## config.mk

```make
export PLATFORM = sky130hd
export DESIGN_NAME = dangerous_import_signature_scan_unit
export DESIGN_NICKNAME = d
export VERILOG_FILES = /design/src/design/dis_pkg.sv /design/src/design/dis_window.sv /design/src/design/dis_match.sv /design/src/design/dangerous_import_signature_scan_unit.sv
export VERILOG_INCLUDE_DIRS = /design/src /design/src/design
export SDC_FILE = /design/constraint.sdc
export NUM_CORES = 1
export LEC_CHECK = 0
export ABC_AREA = 1
export BUFFER_PORTS_ARGS = -buffer_cell sky130_fd_sc_hd__clkbuf_2
export CAP_MARGIN = 40
export CORE_MARGIN = 2
export CORE_UTILIZATION = 50
export DETAILED_ROUTE_END_ITERATION = 10
export GPL_TIMING_DRIVEN = 0
export PLACE_DENSITY = 0.69
export SLEW_MARGIN = 20
export SYNTH_ARGS = -nofsm -noshare
export SYNTH_HDL_FRONTEND = slang
export SYNTH_HIERARCHICAL = 1
export SYNTH_SLANG_ARGS = --single-unit
```

## constraint.sdc

```tcl
create_clock -name i_clk -period 11.2 [get_ports i_clk]
set_input_delay 2.8 -clock i_clk [delete_from_list [all_inputs] [get_ports i_clk]]
set_output_delay 2.8 -clock i_clk [all_outputs]
set_load 0.05 [all_outputs]
```

## src/design/dangerous_import_signature_scan_unit_defines.svh

```systemverilog
// assertion helpers used by the scan unit
`ifndef DANGEROUS_IMPORT_SIGNATURE_SCAN_UNIT_DEFINES_SVH
`define DANGEROUS_IMPORT_SIGNATURE_SCAN_UNIT_DEFINES_SVH

// same-cycle implication, quiet while reset is held
`define DIS_ASSERT_NOW(label, clk, rst_n, ante, cons, msg) \
    label: assert property (@(posedge clk) disable iff (!(rst_n)) (ante) |-> (cons)) \
        else $error(msg);

// next-cycle implication, quiet while reset is held
`define DIS_ASSERT_NEXT(label, clk, rst_n, ante, cons, msg) \
    label: assert property (@(posedge clk) disable iff (!(rst_n)) (ante) |=> (cons)) \
        else $error(msg);

`endif

```

## src/design/dis_pkg.sv

```systemverilog
package dis_pkg;

    localparam int BYTE_W              = 8;
    localparam int SIG_TABLE_SIZE      = 8;
    localparam int SIG_MAX_LEN         = 23;
    localparam int SIG_LEN_W           = 5;
    localparam int THRESH_W            = 4;
    localparam int COUNT_W             = 4;
    localparam int DEF_WINDOW_BYTES    = 23;
    localparam int DEF_SIGNATURE_COUNT = 8;
    localparam int IN_TDATA_W          = 8;
    localparam int OUT_TDATA_W         = 16;

    typedef logic [BYTE_W-1:0]             t_byte;
    typedef logic [SIG_TABLE_SIZE-1:0]     t_sig_mask;
    typedef logic [THRESH_W-1:0]           t_thresh;
    typedef logic [COUNT_W-1:0]            t_count;
    typedef logic [SIG_MAX_LEN*BYTE_W-1:0] t_sig_text;
    typedef logic [SIG_LEN_W-1:0]          t_sig_len;

    localparam t_thresh THRESH_RESET = t_thresh'(3);

    // last character sits in the lowest byte, shorter names are zero padded on top
    localparam t_sig_text SIG_TEXT [SIG_TABLE_SIZE] = '{
        t_sig_text'("CreateRemoteThread"),
        t_sig_text'("NtCreateThreadEx"),
        t_sig_text'("RtlCreateUserThread"),
        t_sig_text'("SetWindowsHookEx"),
        t_sig_text'("VirtualProtectEx"),
        t_sig_text'("NtWriteVirtualMemory"),
        t_sig_text'("NtAllocateVirtualMemory"),
        t_sig_text'("ZwMapViewOfSection")
    };

    localparam t_sig_len SIG_LEN [SIG_TABLE_SIZE] = '{
        t_sig_len'(18), t_sig_len'(16), t_sig_len'(19), t_sig_len'(16),
        t_sig_len'(16), t_sig_len'(20), t_sig_len'(23), t_sig_len'(18)
    };

    function automatic t_count popcount(input t_sig_mask mask);
        t_count cnt;
        cnt = '0;
        for (int k = 0; k < SIG_TABLE_SIZE; k++) begin
            cnt = cnt + t_count'(mask[k]);
        end
        return cnt;
    endfunction

endpackage

```

## src/design/dis_window.sv

```systemverilog
module dis_window #(
    parameter int WINDOW_BYTES = dis_pkg::DEF_WINDOW_BYTES
) (
    input  logic                                       i_clk,
    input  logic                                       i_rst_n,
    input  logic                                       i_shift,
    input  logic                                       i_clear,
    input  dis_pkg::t_byte                             i_byte,
    output logic [WINDOW_BYTES-2:0][dis_pkg::BYTE_W-1:0] o_hist
);
    import dis_pkg::*;

    localparam int HIST_DEPTH = WINDOW_BYTES - 1;

    logic [HIST_DEPTH-1:0][BYTE_W-1:0] r_hist;
    logic [HIST_DEPTH-1:0][BYTE_W-1:0] n_hist;

    always_comb begin
        n_hist = r_hist;
        if (i_clear) begin
            n_hist = '0;
        end else if (i_shift) begin
            n_hist[0] = i_byte;
            for (int i = 1; i < HIST_DEPTH; i++) begin
                n_hist[i] = r_hist[i-1];
            end
        end
    end

    always_ff @(posedge i_clk) begin
        if (!i_rst_n) begin
            r_hist <= '0;
        end else begin
            r_hist <= n_hist;
        end
    end

    assign o_hist = r_hist;

endmodule

```

## src/design/dis_match.sv

```systemverilog
module dis_match #(
    parameter int WINDOW_BYTES    = dis_pkg::DEF_WINDOW_BYTES,
    parameter int SIGNATURE_COUNT = dis_pkg::DEF_SIGNATURE_COUNT
) (
    input  dis_pkg::t_byte                               i_byte,
    input  logic [WINDOW_BYTES-2:0][dis_pkg::BYTE_W-1:0] i_hist,
    output dis_pkg::t_sig_mask                           o_hits
);
    import dis_pkg::*;

    localparam int HIST_DEPTH = WINDOW_BYTES - 1;

    // w_win[0] is the current byte, w_win[j] the byte j steps back
    t_byte w_win [SIG_MAX_LEN];

    genvar j;
    generate
        for (j = 0; j < SIG_MAX_LEN; j++) begin : g_win
            if (j == 0) begin : g_cur
                assign w_win[j] = i_byte;
            end else if (j <= HIST_DEPTH) begin : g_hist
                assign w_win[j] = i_hist[j-1];
            end else begin : g_none
                assign w_win[j] = '0;
            end
        end
    endgenerate

    always_comb begin
        o_hits = '0;
        for (int k = 0; k < SIG_TABLE_SIZE; k++) begin
            if (k < SIGNATURE_COUNT && int'(SIG_LEN[k]) <= WINDOW_BYTES) begin
                o_hits[k] = 1'b1;
                for (int p = 0; p < SIG_MAX_LEN; p++) begin
                    if (p < int'(SIG_LEN[k]) && w_win[p] != SIG_TEXT[k][p*BYTE_W +: BYTE_W]) begin
                        o_hits[k] = 1'b0;
                    end
                end
            end
        end
    end

endmodule

```

## src/design/dangerous_import_signature_scan_unit.sv

```systemverilog
// datapath: a byte is taken into the input register and matched there against the first
// SIGNATURE_COUNT signatures that fit the window; a final byte loads the result register
// throughput: one byte per cycle; the single result register is the only stall point
// reset: synchronous active-low, clears the window, the found bits, both valid flags
// and sets the threshold to 3; history and found bits are cleared after every final byte
`include "dangerous_import_signature_scan_unit_defines.svh"

module dangerous_import_signature_scan_unit #(
    parameter int WINDOW_BYTES    = dis_pkg::DEF_WINDOW_BYTES,
    parameter int SIGNATURE_COUNT = dis_pkg::DEF_SIGNATURE_COUNT
) (
    input  logic                             i_clk,
    input  logic                             i_rst_n,
    input  logic                             i_cfg_wr_en,
    input  dis_pkg::t_thresh                 i_cfg_wr_data,   // alarm_threshold
    input  logic                             i_s_axis_tvalid,
    output logic                             o_s_axis_tready,
    input  logic [dis_pkg::IN_TDATA_W-1:0]   i_s_axis_tdata,  // [7:0] data_byte
    input  logic                             i_s_axis_tlast,  // final_byte
    output logic                             o_m_axis_tvalid,
    input  logic                             i_m_axis_tready,
    // [0] detected, [4:1] match_count, [12:5] found_mask, [15:13] zero
    output logic [dis_pkg::OUT_TDATA_W-1:0]  o_m_axis_tdata
);
    import dis_pkg::*;

    logic      r_in_valid;
    t_byte     r_in_byte;
    logic      r_in_last;
    t_thresh   r_threshold;
    t_sig_mask r_seen;
    t_sig_mask n_seen;
    logic      r_out_valid;
    logic      r_out_detected;
    t_count    r_out_count;
    t_sig_mask r_out_mask;
    t_count    w_count;
    t_sig_mask w_hits;
    logic      w_adv;

    logic [WINDOW_BYTES-2:0][BYTE_W-1:0] w_hist;

    // a non-final byte never needs the result slot
    assign w_adv           = r_in_valid && (!r_in_last || !r_out_valid || i_m_axis_tready);
    assign o_s_axis_tready = !r_in_valid || w_adv;

    dis_window #(
        .WINDOW_BYTES(WINDOW_BYTES)
    ) u_window (
        .i_clk  (i_clk),
        .i_rst_n(i_rst_n),
        .i_shift(w_adv),
        .i_clear(w_adv && r_in_last),
        .i_byte (r_in_byte),
        .o_hist (w_hist)
    );

    dis_match #(
        .WINDOW_BYTES   (WINDOW_BYTES),
        .SIGNATURE_COUNT(SIGNATURE_COUNT)
    ) u_match (
        .i_byte(r_in_byte),
        .i_hist(w_hist),
        .o_hits(w_hits)
    );

    assign n_seen  = r_seen | w_hits;
    assign w_count = popcount(n_seen);

    always_ff @(posedge i_clk) begin
        if (!i_rst_n) begin
            r_threshold <= THRESH_RESET;
        end else if (i_cfg_wr_en) begin
            r_threshold <= i_cfg_wr_data;
        end
    end

    always_ff @(posedge i_clk) begin
        if (!i_rst_n) begin
            r_in_valid <= 1'b0;
        end else if (o_s_axis_tready) begin
            r_in_valid <= i_s_axis_tvalid;
        end
    end

    always_ff @(posedge i_clk) begin
        if (o_s_axis_tready && i_s_axis_tvalid) begin
            r_in_byte <= i_s_axis_tdata[BYTE_W-1:0];
            r_in_last <= i_s_axis_tlast;
        end
    end

    always_ff @(posedge i_clk) begin
        if (!i_rst_n) begin
            r_seen <= '0;
        end else if (w_adv) begin
            r_seen <= r_in_last ? '0 : n_seen;
        end
    end

    always_ff @(posedge i_clk) begin
        if (!i_rst_n) begin
            r_out_valid <= 1'b0;
        end else if (w_adv && r_in_last) begin
            r_out_valid <= 1'b1;
        end else if (i_m_axis_tready) begin
            r_out_valid <= 1'b0;
        end
    end

    always_ff @(posedge i_clk) begin
        if (w_adv && r_in_last) begin
            r_out_detected <= (w_count >= r_threshold);
            r_out_count    <= w_count;
            r_out_mask     <= n_seen;
        end
    end

    assign o_m_axis_tvalid = r_out_valid;
    assign o_m_axis_tdata  = {{(OUT_TDATA_W - 1 - COUNT_W - SIG_TABLE_SIZE){1'b0}},
                              r_out_mask, r_out_count, r_out_detected};

    `DIS_ASSERT_NOW(a_count_matches_mask, i_clk, i_rst_n, r_out_valid,
        $countones(r_out_mask) == int'(r_out_count), "match count disagrees with mask")

    `DIS_ASSERT_NOW(a_detect_vs_threshold, i_clk, i_rst_n, r_out_valid,
        r_out_detected == (r_out_count >= r_threshold), "detected flag disagrees with threshold")

    `DIS_ASSERT_NEXT(a_seen_cleared, i_clk, i_rst_n, w_adv && r_in_last,
        r_seen == '0, "found bits not cleared after final byte")

    `DIS_ASSERT_NOW(a_seen_in_range, i_clk, i_rst_n, 1'b1,
        (r_seen >> SIGNATURE_COUNT) == '0, "found bit set beyond signature count")

endmodule
```

==> results of run 1 <==
## synthesized netlist by cell type, drive strengths merged
cell type and count:
o21bai 1, or2 7, nand4 27, and2 1
ha 7, edfxtp 22, o21ai 3, inv 165
nor3 8, clkbuf 3, a31oi 1, nand2 561
nand3 48, clkinv 1, buf 60, nor2b 2
xor2 1, nand3b 7, a21oi 189, fa 4
conb 1, dfxtp 190, nor2 223
## per-layer routing
layer | part of all wire, % | GRT usage (%) | up-vias
li1 | - | - | 4906
met1 | 46 | 35.8 | 4357
met2 | 46 | 42.6 | 228
met3 | 4.6 | 2.87 | 50
met4 | 3.4 | 9.66 | 0
met5 | 0 | 0 | -
## state kept, by name, indices dropped and copies added (netlist names), 4 cells and up
register	count
r_out_count	4
r_in_byte	8
r_out_mask	8
u_window/o_hist	176
r_threshold	4
r_seen	8
## stage by stage
stage | setup WS [ns] | area (sq um) | hold WS, ns | power [W] | util (%)
after floorplan | 5.19 | 10300 | 0.433 | 0.000849 | -
after global placement | 5.05 | 10800 | 0.442 | 0.000870 | 53.4
after detailed placement | 5.05 | 10800 | 0.446 | 0.000871 | 53.4
after CTS | 5.04 | 11600 | 0.455 | 0.00167 | 57.5
after global routing | 4.99 | 11600 | 0.471 | 0.00171 | 57.5
final | 5.05 | 11600 | 0.457 | 0.00165 | 57.5
## area by class of cell
type	count	area share, %
clock inverters	10	0.989
well taps	270	2.90
flip-flops and latches	212	38.4
multi-input cells	1093	41.1
clock buffers	34	6.09
repair buffers	32	1.38
inverters	166	5.37
plain buffers	63	3.83
## worst max path at each step
stage                          startpoint               to  slack [ns]  cells after the start
after CTS                 i_m_axis_tready  o_s_axis_tready        5.04                      4
after global routing      i_m_axis_tready  o_s_axis_tready        4.99                      4
after floorplan           i_m_axis_tready  o_s_axis_tready        5.19                      2
after global placement    i_m_axis_tready  o_s_axis_tready        5.05                      4
after detailed placement  i_m_axis_tready  o_s_axis_tready        5.05                      4
final                     i_m_axis_tready  o_s_axis_tready        5.05                      4
## power by group through the flow
stage | clock network [W] | registers [W] | logic (W)
6_report | 0.000799 | 0.000778 | 0.0000763
5_1_grt | 0.000843 | 0.000778 | 0.0000839
4_1_cts | 0.000811 | 0.000778 | 0.0000763
3_5_place_dp | 0 | 0.000795 | 0.0000761
3_3_place_gp | 0 | 0.000795 | 0.0000757
2_1_floorplan | 0 | 0.000797 | 0.0000525
## kinds of logic after synthesis
| group | share of synthesized area [%] |
|---|---|
| buf+inv | 10.4 |
| xor+xnor | 0.0850 |
| compound gates | 9.78 |
| fa+ha+maj | 1.63 |
| flops | 43.3 |
| simple gates | 34.8 |
| other cells | 0.0364 |
## critical path: stages
cell and delay (ns):
clkbuf_2 0.08, inv_2 0.09, nand4_2 0.11, clkbuf_2 0.27
==> results.ini, run 1 <==
[sta]
tns_ns = 0
clock_skew_ns = 0.0159
hold_viol = 0
final_max_slew_viol_count = 0
finalSetupViolCount = 0
fmax_ghz = 0.163
period_share_pct = 54.9
grt_setup_unrepaired = no
period_minus_slack_ns = 6.15

[final_layout]
area_delta_synth_final_pct = 12.9
final_common_cell = nand2_1
fillCellCount = 1972
layout_common_cells = nand2_1, nor2_1, dfxtp_1
nNetsFinal = 1621
drive_above_1_share_pct = 11.5
antenna_cells = 0
multi_input_area_sq_um = 4780
instances_no_fill = 1880
regArea_sq_um = 4460

[route]
drt_iter0_markers = 650
dr_total_vias = 9541
dr.pass1.iters = 5
avgRoutedWirePerCell_um = 15.2
post_drt_via_cell_ratio = 5.08
ant_nets = 0
drcViolationCount = 0
drt-total-wl_um = 28500

[status]
outcome = completed

[floorplanning]
initial_core_util_pct = 50.9
dieHeight_um = 148
row_count = 52
io_pins = 36
dieArea_sq_um = 21800
coreArea_sq_um = 20200
fp.dieW_um = 148

[cts]
clock-sinks = 212
post_cts_buffers = 0
cts_made_buffers = 24
clock_latency_ns = 0.53
cts_hold_buf = 0
htreeDepth = 1
cts_resized = 0
cts_tree = built
clk_path_buf_depth = 3
clk_pin_slew_worst_paths_ns = 0.06
cts-root-buf = clkbuf_16

[placement]
dpl.hpwl_um = 21600
dp.cells = 1836
portBuffers = 32
finalWeightedCongestion = 0.973

[grt]
grt_pass1_vias = 8812
antenna_found_initial = 0
grt_max_degree = 15
grt.overflow.total = 0
grt_usage_pct = 26.1
grt_pass1_wl_um = 45400

[worst_setup_path]
cp_data_arrival_time_ns = 3.35
cp-start-kind = primary input
rrSetupSlack_ns = 6.37
worst-path-max-fanout = 4
crit_required_ns = 8.40
cp-end-kind = primary output
crit_type = in -> out
reg2reg_depth = 21
worstReg2RegEnd = r_out_detected
rr_startpoint = u_window/o_hist[78]

[worst_hold_path]
hold_depth = 2
worstHoldStart = r_seen[6]
worstHoldEndpoint = r_seen[6]
hp-class = reg -> reg

[power_and_ir_drop]
power_frac_seq_pct = 47.1
power.density_nw_per_um2 = 142
netSwitchingFraction_pct = 22.5
max-vdd-ir-drop_mv = 0.106
p_clk_share_pct = 48.3
p_comb_share_pct = 4.6
leakage_nw = 4.01
net-switching-power_w = 0.000372
intPower_w = 0.00128

[logic_synthesis]
synth_area_leaders = dfxtp_1, nand2_1, a21oi_1
yosysUniqueCellTypes = 37
ys_ff_latch = 212
yosysSeqAreaShare_pct = 43.3
syn-mean-instance-area_sq_um = 6.73
yosys_warnings = 6
synthesis.area_sq_um = 10300
synth_cells = 1532
yosysTopAreaCell = dfxtp_1
synth_top_cell_area_share_pct = 36.9

[job]
maxCapViolations = 0

(Power assumes the default switching activity.)
==> inputs of run 2 (changes only) <==
- ABC_AREA: 1 -> 0
- PLACE_DENSITY: 0.69 -> 0.7
- clock period: 11.2 -> 5.9 ns (I/O delays scaled with it)
==> results.ini, run 2 <==
[route]
drt_iter0_markers = 520
avgRoutedWirePerCell_um = 20.5
ant_nets = 0
dr.pass1.iters = 5
dr_total_vias = 7001
drcViolationCount = 0
post_drt_via_cell_ratio = 5.78
drt-total-wl_um = 24900

[worst_setup_path]
cp-start-kind = flop
cp-end-kind = flop
crit_required_ns = 6.13
worstReg2RegEnd = r_out_detected
worst-path-max-fanout = 3
rr_startpoint = u_window/o_hist[46]
crit_start = u_window/o_hist[46]
rrSetupSlack_ns = 0.18
crit_type = reg -> reg
cp_data_arrival_time_ns = 5.95
reg2reg_depth = 16

[sta]
finalSetupViolCount = 0
tns_ns = 0
period_minus_slack_ns = 5.72
relSlewSlack_pct = 41.5
hold_viol = 0
final_max_slew_viol_count = 0
clock_skew_ns = 0.0111
fmax_ghz = 0.175
period_share_pct = 96.9
grt_setup_unrepaired = no
tightestPinTransition_ns = 0.866

[placement]
postPlaceCellArea_sq_um = 9870
finalWeightedCongestion = 0.992
portBuffers = 31
dpl.hpwl_um = 18500

[logic_synthesis]
yosysSeqAreaShare_pct = 47.5
synth_top_cell_area_share_pct = 40.5
ys_ff_latch = 212
yosys_warnings = 6
ys_async_sr_fraction_pct = 0
yosysTopAreaCell = dfxtp_1
synthTopCellsByCount = nor2_1, dfxtp_1, mux2i_1
synth_cells = 903
yosysMostFrequentCell = nor2_1
synthesis.area_sq_um = 9400
synth_area_leaders = dfxtp_1, mux2i_1, nor2_1
synth_edf_count = 22
synthFlopType = dfxtp_1
yosysUniqueCellTypes = 52
syn-mean-instance-area_sq_um = 10.4

[floorplanning]
coreArea_sq_um = 18600
io_pins = 36
fp.dieW_um = 141
initial_core_util_pct = 50.6
dieArea_sq_um = 19900
dieHeight_um = 141
row_count = 50

[final_layout]
nNetsFinal = 992
fin_area_sq_um = 10700
final_common_cell = nor2_1
layout_common_cells = nor2_1, dfxtp_1, mux2i_1
antenna_cells = 0
post-route-util_pct = 57.5
fillCellCount = 1675
largest_reg_flops = 176
area_delta_synth_final_pct = 13.6
drive_above_1_share_pct = 14.8

[power_and_ir_drop]
intPower_w = 0.00241
power_frac_seq_pct = 48.1
net-switching-power_w = 0.000662
power.density_nw_per_um2 = 288
max-vdd-ir-drop_mv = 0.223
leakage_nw = 3.86
netSwitchingFraction_pct = 21.5
p_comb_share_pct = 5.4
p_clk_share_pct = 46.6

[grt]
grt_pass1_wl_um = 38400
grt_pass1_vias = 6612
antenna_found_initial = 0
grt.overflow.total = 0
grt_max_degree = 14
grt_usage_pct = 24.8

[cts]
cts_hold_buf = 0
htreeDepth = 1
clock-sinks = 212
cts_made_buffers = 23
cts-root-buf = clkbuf_16
clock_latency_ns = 0.50
clk_path_buf_depth = 3
cts_tree = built
clk_pin_slew_worst_paths_ns = 0.06

[job]
maxCapViolations = 0

[status]
outcome = completed

[worst_hold_path]
worstHoldEndpoint = u_window/o_hist[169]
hold_depth = 2
hp-class = reg -> reg
worstHoldStart = u_window/o_hist[169]

[run 2: area by class of cell]
cell class                      count  area, sq um  area share (%)
Sequential cell                   212         4460            41.8
Timing Repair Buffer               33          170            1.59
Buffer                             48          427            4.00
Multi-Input combinational cell    627         4490            42.0
Clock inverter                      4         48.8           0.457
Inverter                           18         67.6           0.633
Clock buffer                       35          722            6.76
Tap cell                          234          293            2.74
[run 2: logic make-up after synthesis]
| group | count (synthesis) | share of synthesized area, % |
|---|---|---|
| compound gates | 24 | 2.38 |
| xor+xnor | 1 | 0.0932 |
| fa+ha+maj | 11 | 1.78 |
| other cells | 1 | 0.0399 |
| flops | 212 | 47.5 |
| simple gates | 409 | 23.9 |
| buf+inv | 66 | 5.26 |
| mux | 179 | 19.1 |
[run 2: power groups by stage]
| stage | clock [W] | sequential [W] | combinational [W] |
|---|---|---|---|
| floorplan | 0 | 0.00152 | 0.000120 |
| global placement | 0 | 0.00151 | 0.000165 |
| detailed placement | 0 | 0.00151 | 0.000166 |
| CTS | 0.00147 | 0.00148 | 0.000167 |
| global route | 0.00153 | 0.00148 | 0.000177 |
| finish | 0.00143 | 0.00148 | 0.000166 |
[run 2: how the worst max path moves through the flow]
stage / end / slack, ns / depth (start not counted)
6_report: r_out_detected / 0.18 / 16
5_1_grt: r_out_detected / 0.01 / 17
4_1_cts: r_out_detected / 0.02 / 16
3_5_place_dp: r_out_detected / 0.01 / 16
2_1_floorplan: r_out_detected / 0.84 / 16
3_3_place_gp: r_out_detected / 0.07 / 16
[run 2: metal layers]
layer  track usage, %  share of wire (%)
met1             33.3                 44
met2             41.0                 46
met3             3.94                6.0
met4             8.68                3.5
met5                0                  0
[run 2: critical path, cell delays in order, from the launching register on]
cell and delay (ns):
dfxtp_1 0.35, nor2b_1 0.33, nand4b_1 0.23, or4b_2 0.69, or3_1 0.38, nor4_4 0.32, or2_2 0.20, fa_1 0.40
fa_1 0.49, inv_1 0.06, fa_1 0.52, inv_1 0.04, ha_1 0.21, fa_1 0.47, ha_1 0.28, a2111oi_0 0.38
nor3_1 0.11
[run 2: what timing repair did]
action	in CTS	in global routing
gates cloned	0	0
pin swaps	0	1
buffers inserted	0	1
endpoints found under the setup margin	1	1
resized for setup	1	4
[run 2: metrics by stage]
| stage | hold slack (ns) | std cells | setup WS (ns) | power [W] |
|---|---|---|---|---|
| final | 0.487 | 1211 | 0.185 | 0.00308 |
| after CTS | 0.493 | 1210 | 0.0163 | 0.00311 |
| after global placement | 0.464 | 1170 | 0.0652 | 0.00167 |
| after detailed placement | 0.475 | 1171 | 0.0113 | 0.00168 |
| after floorplan | 0.447 | 905 | 0.841 | 0.00164 |
| after global routing | 0.527 | 1211 | 0.0142 | 0.00319 |
